--- src/rtl/core/dns_response_a_record_parser_top_defines.svh ---
// Assertion macros for the DNS response A-record parser.
// Used by dns_response_a_record_parser_top; define SYNTH to compile them out.
`ifndef DNS_RESPONSE_A_RECORD_PARSER_TOP_DEFINES_SVH
`define DNS_RESPONSE_A_RECORD_PARSER_TOP_DEFINES_SVH

`ifndef SYNTH

`define DNSARP_ASSERT(lbl, clk, rst, prop) \
   lbl: assert property (@(posedge clk) disable iff (rst) prop) \
      else $error("dns parser: property failed");

`define DNSARP_ASSERT_NEVER(lbl, clk, rst, expr) \
   lbl: assert property (@(posedge clk) disable iff (rst) !(expr)) \
      else $error("dns parser: forbidden condition seen");

`else

`define DNSARP_ASSERT(lbl, clk, rst, prop)

`define DNSARP_ASSERT_NEVER(lbl, clk, rst, expr)

`endif

`endif

--- src/rtl/core/dnsarp_pkg.sv ---
// Shared types and constants for the DNS response A-record parser.
// No dependencies.
`timescale 1ns / 1ps

package dnsarp_pkg;

   localparam int MAX_PACKET_DEFAULT = 512;

   localparam logic [2:0] ST_OK        = 3'd0;
   localparam logic [2:0] ST_SHORT     = 3'd1;
   localparam logic [2:0] ST_ID        = 3'd2;
   localparam logic [2:0] ST_NOTRESP   = 3'd3;
   localparam logic [2:0] ST_RCODE     = 3'd4;
   localparam logic [2:0] ST_MALFORMED = 3'd5;
   localparam logic [2:0] ST_NOA       = 3'd6;
   localparam logic [2:0] ST_UNDECIDED = 3'd7;

   typedef struct packed {
      logic [7:0] data_byte;
      logic       last_byte;
   } req_type;

   typedef struct packed {
      logic [2:0]  status;
      logic [31:0] address;
   } rsp_type;

endpackage

--- src/rtl/core/dnsarp_parser.sv ---
// Byte-at-a-time DNS response walker: header checks, question skip, answer scan.
// Depends on dnsarp_pkg.
`timescale 1ns / 1ps

module dnsarp_parser #(
   parameter int MAX_PACKET = dnsarp_pkg::MAX_PACKET_DEFAULT
) (
   input  logic                 clock,
   input  logic                 reset,
   input  logic [15:0]          txn_id,
   input  logic                 step_valid,
   input  dnsarp_pkg::req_type  step_word,
   output dnsarp_pkg::rsp_type  result
);
   import dnsarp_pkg::*;

   localparam int OFF_W = $clog2(MAX_PACKET + 1);
   localparam logic [OFF_W-1:0] MAX_OFF = OFF_W'(MAX_PACKET);
   localparam logic [OFF_W-1:0] HDR_LEN = OFF_W'(12);

   typedef enum logic [2:0] {
      PH_HEADER, PH_QNAME, PH_QFIXED, PH_ANAME, PH_AFIXED, PH_RDATA, PH_DONE
   } phase_type;

   phase_type        phase_ff, phase_in;
   logic [OFF_W-1:0] offset_ff, offset_in;
   logic [3:0]       field_ff, field_in;
   logic [7:0]       header_ff, header_in;
   logic [15:0]      questions_ff, questions_in;
   logic [15:0]      answers_ff, answers_in;
   logic [15:0]      skip_ff, skip_in;
   logic [15:0]      rtype_ff, rtype_in;
   logic [31:0]      addr_ff, addr_in;
   logic [2:0]       outcome_ff, outcome_in;

   logic [7:0]  b;
   logic [15:0] word16;
   logic [15:0] q_val;
   logic [15:0] a_dec;
   logic [15:0] rd_len;
   logic        start_q;
   logic        rec_done;
   logic        name_done;
   logic        fin;
   logic [2:0]  fin_code;
   logic [2:0]  status;

   always_comb begin
      b            = step_word.data_byte;
      word16       = {header_ff, b};
      rd_len       = skip_ff | {8'h00, b};
      a_dec        = answers_ff - 16'd1;
      q_val        = questions_ff;
      start_q      = 1'b0;
      rec_done     = 1'b0;
      name_done    = 1'b0;
      fin          = 1'b0;
      fin_code     = ST_UNDECIDED;
      phase_in     = phase_ff;
      offset_in    = offset_ff;
      field_in     = field_ff;
      header_in    = header_ff;
      questions_in = questions_ff;
      answers_in   = answers_ff;
      skip_in      = skip_ff;
      rtype_in     = rtype_ff;
      addr_in      = addr_ff;
      outcome_in   = outcome_ff;
      status       = ST_UNDECIDED;

      if (step_valid && offset_ff < MAX_OFF) begin
         offset_in = offset_ff + OFF_W'(1);
         case (phase_ff)
            PH_HEADER: begin
               header_in = b;
               field_in  = field_ff + 4'd1;
               if (field_ff == 4'd1) begin
                  if (word16 != txn_id) begin
                     fin      = 1'b1;
                     fin_code = ST_ID;
                  end
               end else if (field_ff == 4'd3) begin
                  if (!word16[15]) begin
                     fin      = 1'b1;
                     fin_code = ST_NOTRESP;
                  end else if (word16[3:0] != 4'h0) begin
                     fin      = 1'b1;
                     fin_code = ST_RCODE;
                  end
               end else if (field_ff == 4'd5) begin
                  questions_in = word16;
               end else if (field_ff == 4'd7) begin
                  answers_in = word16;
               end else if (field_ff == 4'd11) begin
                  start_q = 1'b1;
               end
            end
            PH_QNAME, PH_ANAME: begin
               if (field_ff == 4'd1) begin
                  name_done = 1'b1;           // byte after a compression pointer
               end else if (skip_ff != 16'd0) begin
                  skip_in = skip_ff - 16'd1;
               end else if (b == 8'h00) begin
                  name_done = 1'b1;
               end else if (b[7:6] == 2'b11) begin
                  field_in = 4'd1;
               end else if (b > 8'd63) begin
                  fin      = 1'b1;
                  fin_code = ST_MALFORMED;
               end else begin
                  skip_in = {8'h00, b};
               end
            end
            PH_QFIXED: begin
               if (field_ff == 4'd3) begin
                  q_val        = questions_ff - 16'd1;
                  questions_in = q_val;
                  start_q      = 1'b1;
               end else begin
                  field_in = field_ff + 4'd1;
               end
            end
            PH_AFIXED: begin
               if (field_ff == 4'd0) begin
                  rtype_in = {b, 8'h00};
               end else if (field_ff == 4'd1) begin
                  rtype_in = rtype_ff | {8'h00, b};
               end else if (field_ff == 4'd8) begin
                  skip_in = {b, 8'h00};
               end
               if (field_ff == 4'd9) begin
                  skip_in = rd_len;
                  addr_in = 32'h0;
                  if (rd_len == 16'd0) begin
                     rec_done = 1'b1;
                  end else begin
                     phase_in = PH_RDATA;
                     // in rdata, field 0 flags a 4-byte payload
                     field_in = (rd_len == 16'd4) ? 4'd0 : 4'd1;
                  end
               end else begin
                  field_in = field_ff + 4'd1;
               end
            end
            PH_RDATA: begin
               addr_in = {addr_ff[23:0], b};
               skip_in = skip_ff - 16'd1;
               if (skip_ff == 16'd1) begin
                  if (rtype_ff == 16'd1 && field_ff == 4'd0) begin
                     fin      = 1'b1;
                     fin_code = ST_OK;
                  end else begin
                     rec_done = 1'b1;
                  end
               end
            end
            default: begin
            end
         endcase

         if (name_done) begin
            phase_in = (phase_ff == PH_QNAME) ? PH_QFIXED : PH_AFIXED;
            field_in = 4'd0;
            skip_in  = 16'd0;
         end
         if (start_q) begin
            if (q_val != 16'd0) begin
               phase_in = PH_QNAME;
               field_in = 4'd0;
               skip_in  = 16'd0;
            end else if (answers_ff == 16'd0) begin
               fin      = 1'b1;
               fin_code = ST_NOA;
            end else begin
               phase_in = PH_ANAME;
               field_in = 4'd0;
               skip_in  = 16'd0;
            end
         end
         if (rec_done) begin
            answers_in = a_dec;
            if (a_dec == 16'd0) begin
               fin      = 1'b1;
               fin_code = ST_NOA;
            end else begin
               phase_in = PH_ANAME;
               field_in = 4'd0;
               skip_in  = 16'd0;
            end
         end
         if (fin) begin
            outcome_in = fin_code;
            phase_in   = PH_DONE;
         end
      end

      if (offset_in < HDR_LEN) begin
         status = ST_SHORT;
      end else if (outcome_in != ST_UNDECIDED) begin
         status = outcome_in;
      end else begin
         status = ST_MALFORMED;
      end
      result.status  = status;
      result.address = (status == ST_OK) ? addr_in : 32'h0;

      // the last word closes the packet: back to the reset state
      if (step_valid && step_word.last_byte) begin
         phase_in     = PH_HEADER;
         offset_in    = '0;
         field_in     = 4'd0;
         header_in    = 8'h00;
         questions_in = 16'd0;
         answers_in   = 16'd0;
         skip_in      = 16'd0;
         rtype_in     = 16'd0;
         addr_in      = 32'h0;
         outcome_in   = ST_UNDECIDED;
      end
   end

   always_ff @(posedge clock) begin
      if (reset) begin
         phase_ff     <= PH_HEADER;
         offset_ff    <= '0;
         field_ff     <= 4'd0;
         header_ff    <= 8'h00;
         questions_ff <= 16'd0;
         answers_ff   <= 16'd0;
         skip_ff      <= 16'd0;
         rtype_ff     <= 16'd0;
         addr_ff      <= 32'h0;
         outcome_ff   <= ST_UNDECIDED;
      end else begin
         phase_ff     <= phase_in;
         offset_ff    <= offset_in;
         field_ff     <= field_in;
         header_ff    <= header_in;
         questions_ff <= questions_in;
         answers_ff   <= answers_in;
         skip_ff      <= skip_in;
         rtype_ff     <= rtype_in;
         addr_ff      <= addr_in;
         outcome_ff   <= outcome_in;
      end
   end

endmodule

--- src/rtl/core/dns_response_a_record_parser_top.sv ---
// DNS response parser that extracts the first IPv4 A record of a packet. Bytes
// enter one word per cycle, sustained, with no gaps needed between packets;
// each word waits in the input register while the parser updates its
// state in a single pass, and the status/address word for a packet is loaded
// into the result register at the edge where its last byte leaves the input
// register, and rsp_valid rises at that same edge. The
// input side stalls only when a finished result is still waiting and the next
// last byte needs the result register. Bytes beyond MAX_PACKET are ignored
// apart from their last-byte mark. csr_wdata sets the expected transaction ID;
// write it only while no packet is in flight. Status codes: 0 ok, 1 short,
// 2 ID mismatch, 3 not a response, 4 RCODE error, 5 malformed, 6 no A record.
// Depends on dnsarp_pkg, dnsarp_parser and the assertion macro header.
`timescale 1ns / 1ps
`include "dns_response_a_record_parser_top_defines.svh"

module dns_response_a_record_parser_top #(
   parameter int MAX_PACKET = dnsarp_pkg::MAX_PACKET_DEFAULT
) (
   input  logic                 clock,
   input  logic                 reset,
   input  logic                 csr_we,
   input  logic [15:0]          csr_wdata,
   input  logic                 req_valid,
   output logic                 req_ready,
   input  dnsarp_pkg::req_type  req_data,
   output logic                 rsp_valid,
   input  logic                 rsp_ready,
   output dnsarp_pkg::rsp_type  rsp_data
);
   import dnsarp_pkg::*;

   logic [15:0] txn_id_ff;
   logic        in_valid_ff, in_valid_in;
   req_type     in_ff;
   logic        rsp_valid_ff, rsp_valid_in;
   rsp_type     rsp_ff;
   rsp_type     parse_result;
   logic        advance;
   logic        emit;

   // a non-last word never needs the result register
   assign advance   = in_valid_ff && (!in_ff.last_byte || !rsp_valid_ff || rsp_ready);
   assign emit      = advance && in_ff.last_byte;
   assign req_ready = !in_valid_ff || advance;

   assign in_valid_in  = req_ready ? req_valid : in_valid_ff;
   assign rsp_valid_in = emit || (rsp_valid_ff && !rsp_ready);

   dnsarp_parser #(
      .MAX_PACKET(MAX_PACKET)
   ) u_parser (
      .clock      (clock),
      .reset      (reset),
      .txn_id     (txn_id_ff),
      .step_valid (advance),
      .step_word  (in_ff),
      .result     (parse_result)
   );

   always_ff @(posedge clock) begin
      if (reset) begin
         txn_id_ff    <= 16'h0000;
         in_valid_ff  <= 1'b0;
         rsp_valid_ff <= 1'b0;
      end else begin
         if (csr_we) begin
            txn_id_ff <= csr_wdata;
         end
         in_valid_ff  <= in_valid_in;
         rsp_valid_ff <= rsp_valid_in;
      end
   end

   always_ff @(posedge clock) begin
      if (req_valid && req_ready) begin
         in_ff <= req_data;
      end
      if (emit) begin
         rsp_ff <= parse_result;
      end
   end

   assign rsp_valid = rsp_valid_ff;
   assign rsp_data  = rsp_ff;

   `DNSARP_ASSERT(a_stall_holds_word, clock, reset,
                  in_valid_ff && !advance |=> in_valid_ff && $stable(in_ff))
   `DNSARP_ASSERT(a_stall_cause, clock, reset,
                  !req_ready |-> in_valid_ff && in_ff.last_byte && rsp_valid_ff && !rsp_ready)
   `DNSARP_ASSERT(a_addr_zero_on_fail, clock, reset,
                  rsp_valid_ff && rsp_ff.status != ST_OK |-> rsp_ff.address == 32'h0)
   `DNSARP_ASSERT_NEVER(a_no_undecided, clock, reset,
                        rsp_valid_ff && rsp_ff.status == ST_UNDECIDED)

endmodule
--- config.mk ---
export PLATFORM = sky130hd
export DESIGN_NAME = dns_response_a_record_parser_top
export DESIGN_NICKNAME = d
export VERILOG_FILES = /design/src/rtl/core/dnsarp_pkg.sv /design/src/rtl/core/dnsarp_parser.sv /design/src/rtl/core/dns_response_a_record_parser_top.sv
export VERILOG_INCLUDE_DIRS = /design/src /design/src/rtl/core
export SDC_FILE = /design/constraint.sdc
export NUM_CORES = 1
export LEC_CHECK = 0
export BUFFER_PORTS_ARGS = -buffer_cell sky130_fd_sc_hd__buf_2
export CORE_ASPECT_RATIO = 0.5
export CORE_MARGIN = 2
export CORE_UTILIZATION = 55
export DETAILED_ROUTE_END_ITERATION = 7
export PLACE_DENSITY = 0.76
export SETUP_SLACK_MARGIN = 0.3
export SLEW_MARGIN = 15
export SYNTH_ARGS = -nofsm -noshare
export SYNTH_HDL_FRONTEND = slang
export SYNTH_SLANG_ARGS = --single-unit
--- constraint.sdc ---
create_clock -name clock -period 3.6 [get_ports clock]
set_input_delay 0.36 -clock clock [delete_from_list [all_inputs] [get_ports clock]]
set_output_delay 0.36 -clock clock [all_outputs]
set_load 0.01 [all_outputs]
==> summary.md <==
| Metric | Value |
|---|---|
| Die H | 100 um |
| First-pass GRT wire length | 49,000 um |
| Synthesis-stage register bit count | 186 |
| Register area share after synthesis | 41.0% |
| Routability congestion estimate | 0.973 |
| Netlist cell types | 86 |
| Fin nets | 1,350 |
| Final min period | 3.56 ns |
| Initial core utilization | 55.7% |
| CTS Buf Count | 17 |
| Sum Neg Setup Slack | 0 ns |
| Slowest cell delay on critical path | 0.52 ns |
| Routed met2 length | 14,300 um |
| Post-DP Area | 11,100 um2 |
| Syn. warnings | 0 |
| Ys flop type | dfxtp_1 |
| Syn nets | 1,246 |
| Max Cap Viol | 0 |
| Critical path peak fanout | 6 |
| Critical path origin | u_parser.questions_ff[6] |
| Avg Synthesized Cell Area | 8.44 um2 |
| Max H-tree Level | 4 |
| Clock-pin slew on the worst setup and hold paths | 0.07 ns |
| Post-synth EDFFs | 44 |
| Max Fclk | 0.281 GHz |
| Leak Pwr | 4.78 nW |
| Fraction of registers with async set/reset | 0% |
| Via Count | 9,980 |
| Max clock buf depth | 2 |
| Most frequent cells in the layout | 159 x nor2_1, 140 x dfxtp_1, 118 x nand2_1, 95 x a21oi_1, 86 x buf_4 |
| Die ar. | 19,600 um2 |
| CTS root buf | clkbuf_16 |
| Layout area overhead | 20.4% |
| DIE WIDTH | 196 um |
| Clock sink count | 186 |
| Least-Margin Pin Slew | 0.932 ns |
| Crit end category | flop |
| Startpoint types | flop |
| Largest net degree at the start of global routing | 58 |
| Total grt overflow | 0 |
| Pwr/cell area | 394 nW/um2 |
| Slew Limit Fails | 0 |
| DR pass1 iterations | 6 |
| WP data arrival | 3.84 ns |
| Routed wire per std cell | 20.0 um |
| TritonCTS clock tree | built |
| Crit path top cell by count | or4_4 |
| FF-to-FF path depth | 12 |
| Cells after Synth | 1,203 |
| IO Pins | 67 |
| Top delay family on crit path | simple AND/OR/NAND/NOR gates |
| Row Count | 35 |
| Vias in the first global route | 9,261 |
| Antenna cells | 0 |
| WL final | 31,200 um |
| Final period util | 99.0% |
| CTS hold repair buffers | 0 |
| Metal-1 WL | 13,200 um |
| Avg Vias per Cell | 6.40 |
| Setup crit end | rsp_data[13] |
| R2R Path Start | u_parser.questions_ff[6] |
| CP Buf/Inv Count | 3 |
| Fraction of layout cells with a size suffix above 1 | 22.3% |
| Most common cell after layout, fill and taps aside | nor2_1 |
| Tot GR Track Use | 31.9% |
| Final hold viol count | 0 |
| Antenna Nets Post-Route | 0 |
| DR iter-0 viols | 896 |
| Slew HR | 37.5% |
| Met3 WL | 2740 um |
| Crit path depth | 12 |
| Syn Std Cell Area | 10,100 um2 |
| Max Clock Skew | 0.0120 ns |
| Cell breakdown of the critical path | or4_4 > or4_4 > or4_4 > a211oi_2 > o211a_4 > buf_6 > a211oi_4 > o21ai_2 > nand4b_4 > buf_6 > buf_16 > nor3_4 |
| Setup CP Type | reg2reg |
| RSZ-0062 raised after global routing | yes |
| VDD IR-drop max | 0.336 mV |
| Dpl hpwl | 21,000 um |
| Clk_lat worst skew | 0.44 ns |
| Initial antenna violation count | 0 |
| Final design area excluding fillers | 12,200 um2 |
| Worst R2R Setup Slack | 0.04 ns |
| DRC | 0 |
| Setup violators final | 0 |
| DR top layer | met4 |
| IO buf count | 66 |
| Worst hold path type | in2reg |
| End-of-flow core utilization | 67.1% |
| Slowest cell on the critical path | or4_4 |
| Status | finished clean |
| Floorplan Core Area | 18,200 um2 |
| Critical R2R Capture | rsp_data[13] |
| CP Data Required Time | 3.87 ns |
==> stage by stage <==
| step | cells | hold WS, ns | power (mW) | setup WS, ns |
|---|---|---|---|---|
| floorplan | 1203 | 0.429 | 2.61 | 0.301 |
| global placement | 1503 | 0.451 | 2.78 | 0.119 |
| detailed placement | 1503 | 0.465 | 2.79 | 0.0807 |
| CTS | 1554 | 0.0817 | 4.79 | 0.118 |
| global route | 1560 | 0.0817 | 4.98 | -0.0801 |
| finish | 1560 | 0.0938 | 4.82 | 0.0366 |
==> worst reg2reg max path, stage by stage (launching register included) <==
cell and delay [ns]:
dfxtp_1 0.31, or4_4 0.52, or4_4 0.52, or4_4 0.43, a211oi_2 0.25, o211a_4 0.26
buf_6 0.12, a211oi_4 0.06, o21ai_2 0.21, nand4b_4 0.18, buf_6 0.19, buf_16 0.15
nor3_4 0.19
==> repair_timing <==
item,4_1_cts,5_1_grt
gates resized for setup,34,37
hold endpoints to repair,0,0
pin swaps,14,7
buffers inserted,16,6
endpoints found under the setup margin,35,51
cloned,3,0
==> cells in the mapped netlist, drive strengths merged, types with 9 or more instances <==
library cell | count | area share [%]
nor2 | 163 | 6.0
dfxtp | 142 | 28
nand2 | 121 | 4.5
a21oi | 99 | 4.9
nor3 | 74 | 5.2
o21ai | 70 | 3.5
clkbuf | 62 | 2.3
edfxtp | 44 | 13
a22oi | 42 | 3.1
nand3 | 33 | 1.6
mux2i | 26 | 2.6
buf | 25 | 2.0
xor2 | 25 | 2.2
nor4 | 17 | 1.0
a211oi | 16 | 1.2
a31oi | 15 | 0.92
inv | 15 | 0.55
ha | 13 | 1.6
or3 | 13 | 0.86
or4 | 13 | 1.0
nand4 | 12 | 0.74
nor2b | 11 | 0.68
o211ai | 11 | 0.81
o31ai | 10 | 0.79
nand2b | 9 | 0.55
nand3b | 9 | 0.67
==> routing by layer <==
layer | vias to the layer above | GRT usage (%)
met1 | 4776 | 41.5
met4 | 0 | 11.9
met3 | 92 | 6.59
li1 | 4610 | -
met2 | 502 | 53.1
met5 | - | 0
==> where the power goes <==
group          switching [mW]  leakage, nW  internal, mW  total (mW)
registers              0.0464         1.56          2.17        2.22
clock network           0.899        0.300          1.05        1.95
logic                   0.394         2.93         0.255       0.649
total                    1.34         4.78          3.48        4.82
==> area by class of cell <==
type                    count  area, um2
fillers                  1475       6000
multi-input cells         914       5780
flip-flops and latches    186       4170
repair buffers            172       1290
clock buffers              17        425
well taps                 240        300
clock inverters            15        179
inverters                  16       72.6
==> flip-flops by register name, indices dropped and copies added (netlist names), 3 cells and up <==
signal / flops
u_parser.offset_ff: 10
u_parser.answers_ff: 16
txn_id_ff: 16
u_parser.skip_ff: 16
u_parser.addr_ff: 32
u_parser.header_ff: 8
u_parser.outcome_ff: 3
u_parser.field_ff: 4
u_parser.phase_ff: 3
u_parser.questions_ff: 16
in_ff: 9
u_parser.rtype_ff: 16
rsp_data: 35
==> worst min-delay path by stage <==
stage / start / end / slack [ns] / depth (start not counted)
floorplan: u_parser.rtype_ff[0] / u_parser.rtype_ff[0] / 0.43 / 2
global placement: u_parser.rtype_ff[1] / u_parser.rtype_ff[1] / 0.45 / 2
detailed placement: u_parser.rtype_ff[2] / u_parser.rtype_ff[2] / 0.46 / 2
CTS: req_data[4] / in_ff[4] / 0.08 / 1
global route: req_data[1] / in_ff[1] / 0.08 / 1
finish: req_data[7] / in_ff[7] / 0.09 / 1
==> cells by family after synthesis <==
| kind of cell | share of synthesized area [%] |
|---|---|
| and+or+nand+nor | 26.2 |
| AOI/OAI and AO/OA | 20.8 |
| DFF | 41.0 |
| buffers and inverters | 4.91 |
| xor gates and xnor gates | 2.85 |
| muxes | 2.68 |
| adders and majority gates | 1.60 |
(Power assumes the default switching activity.)
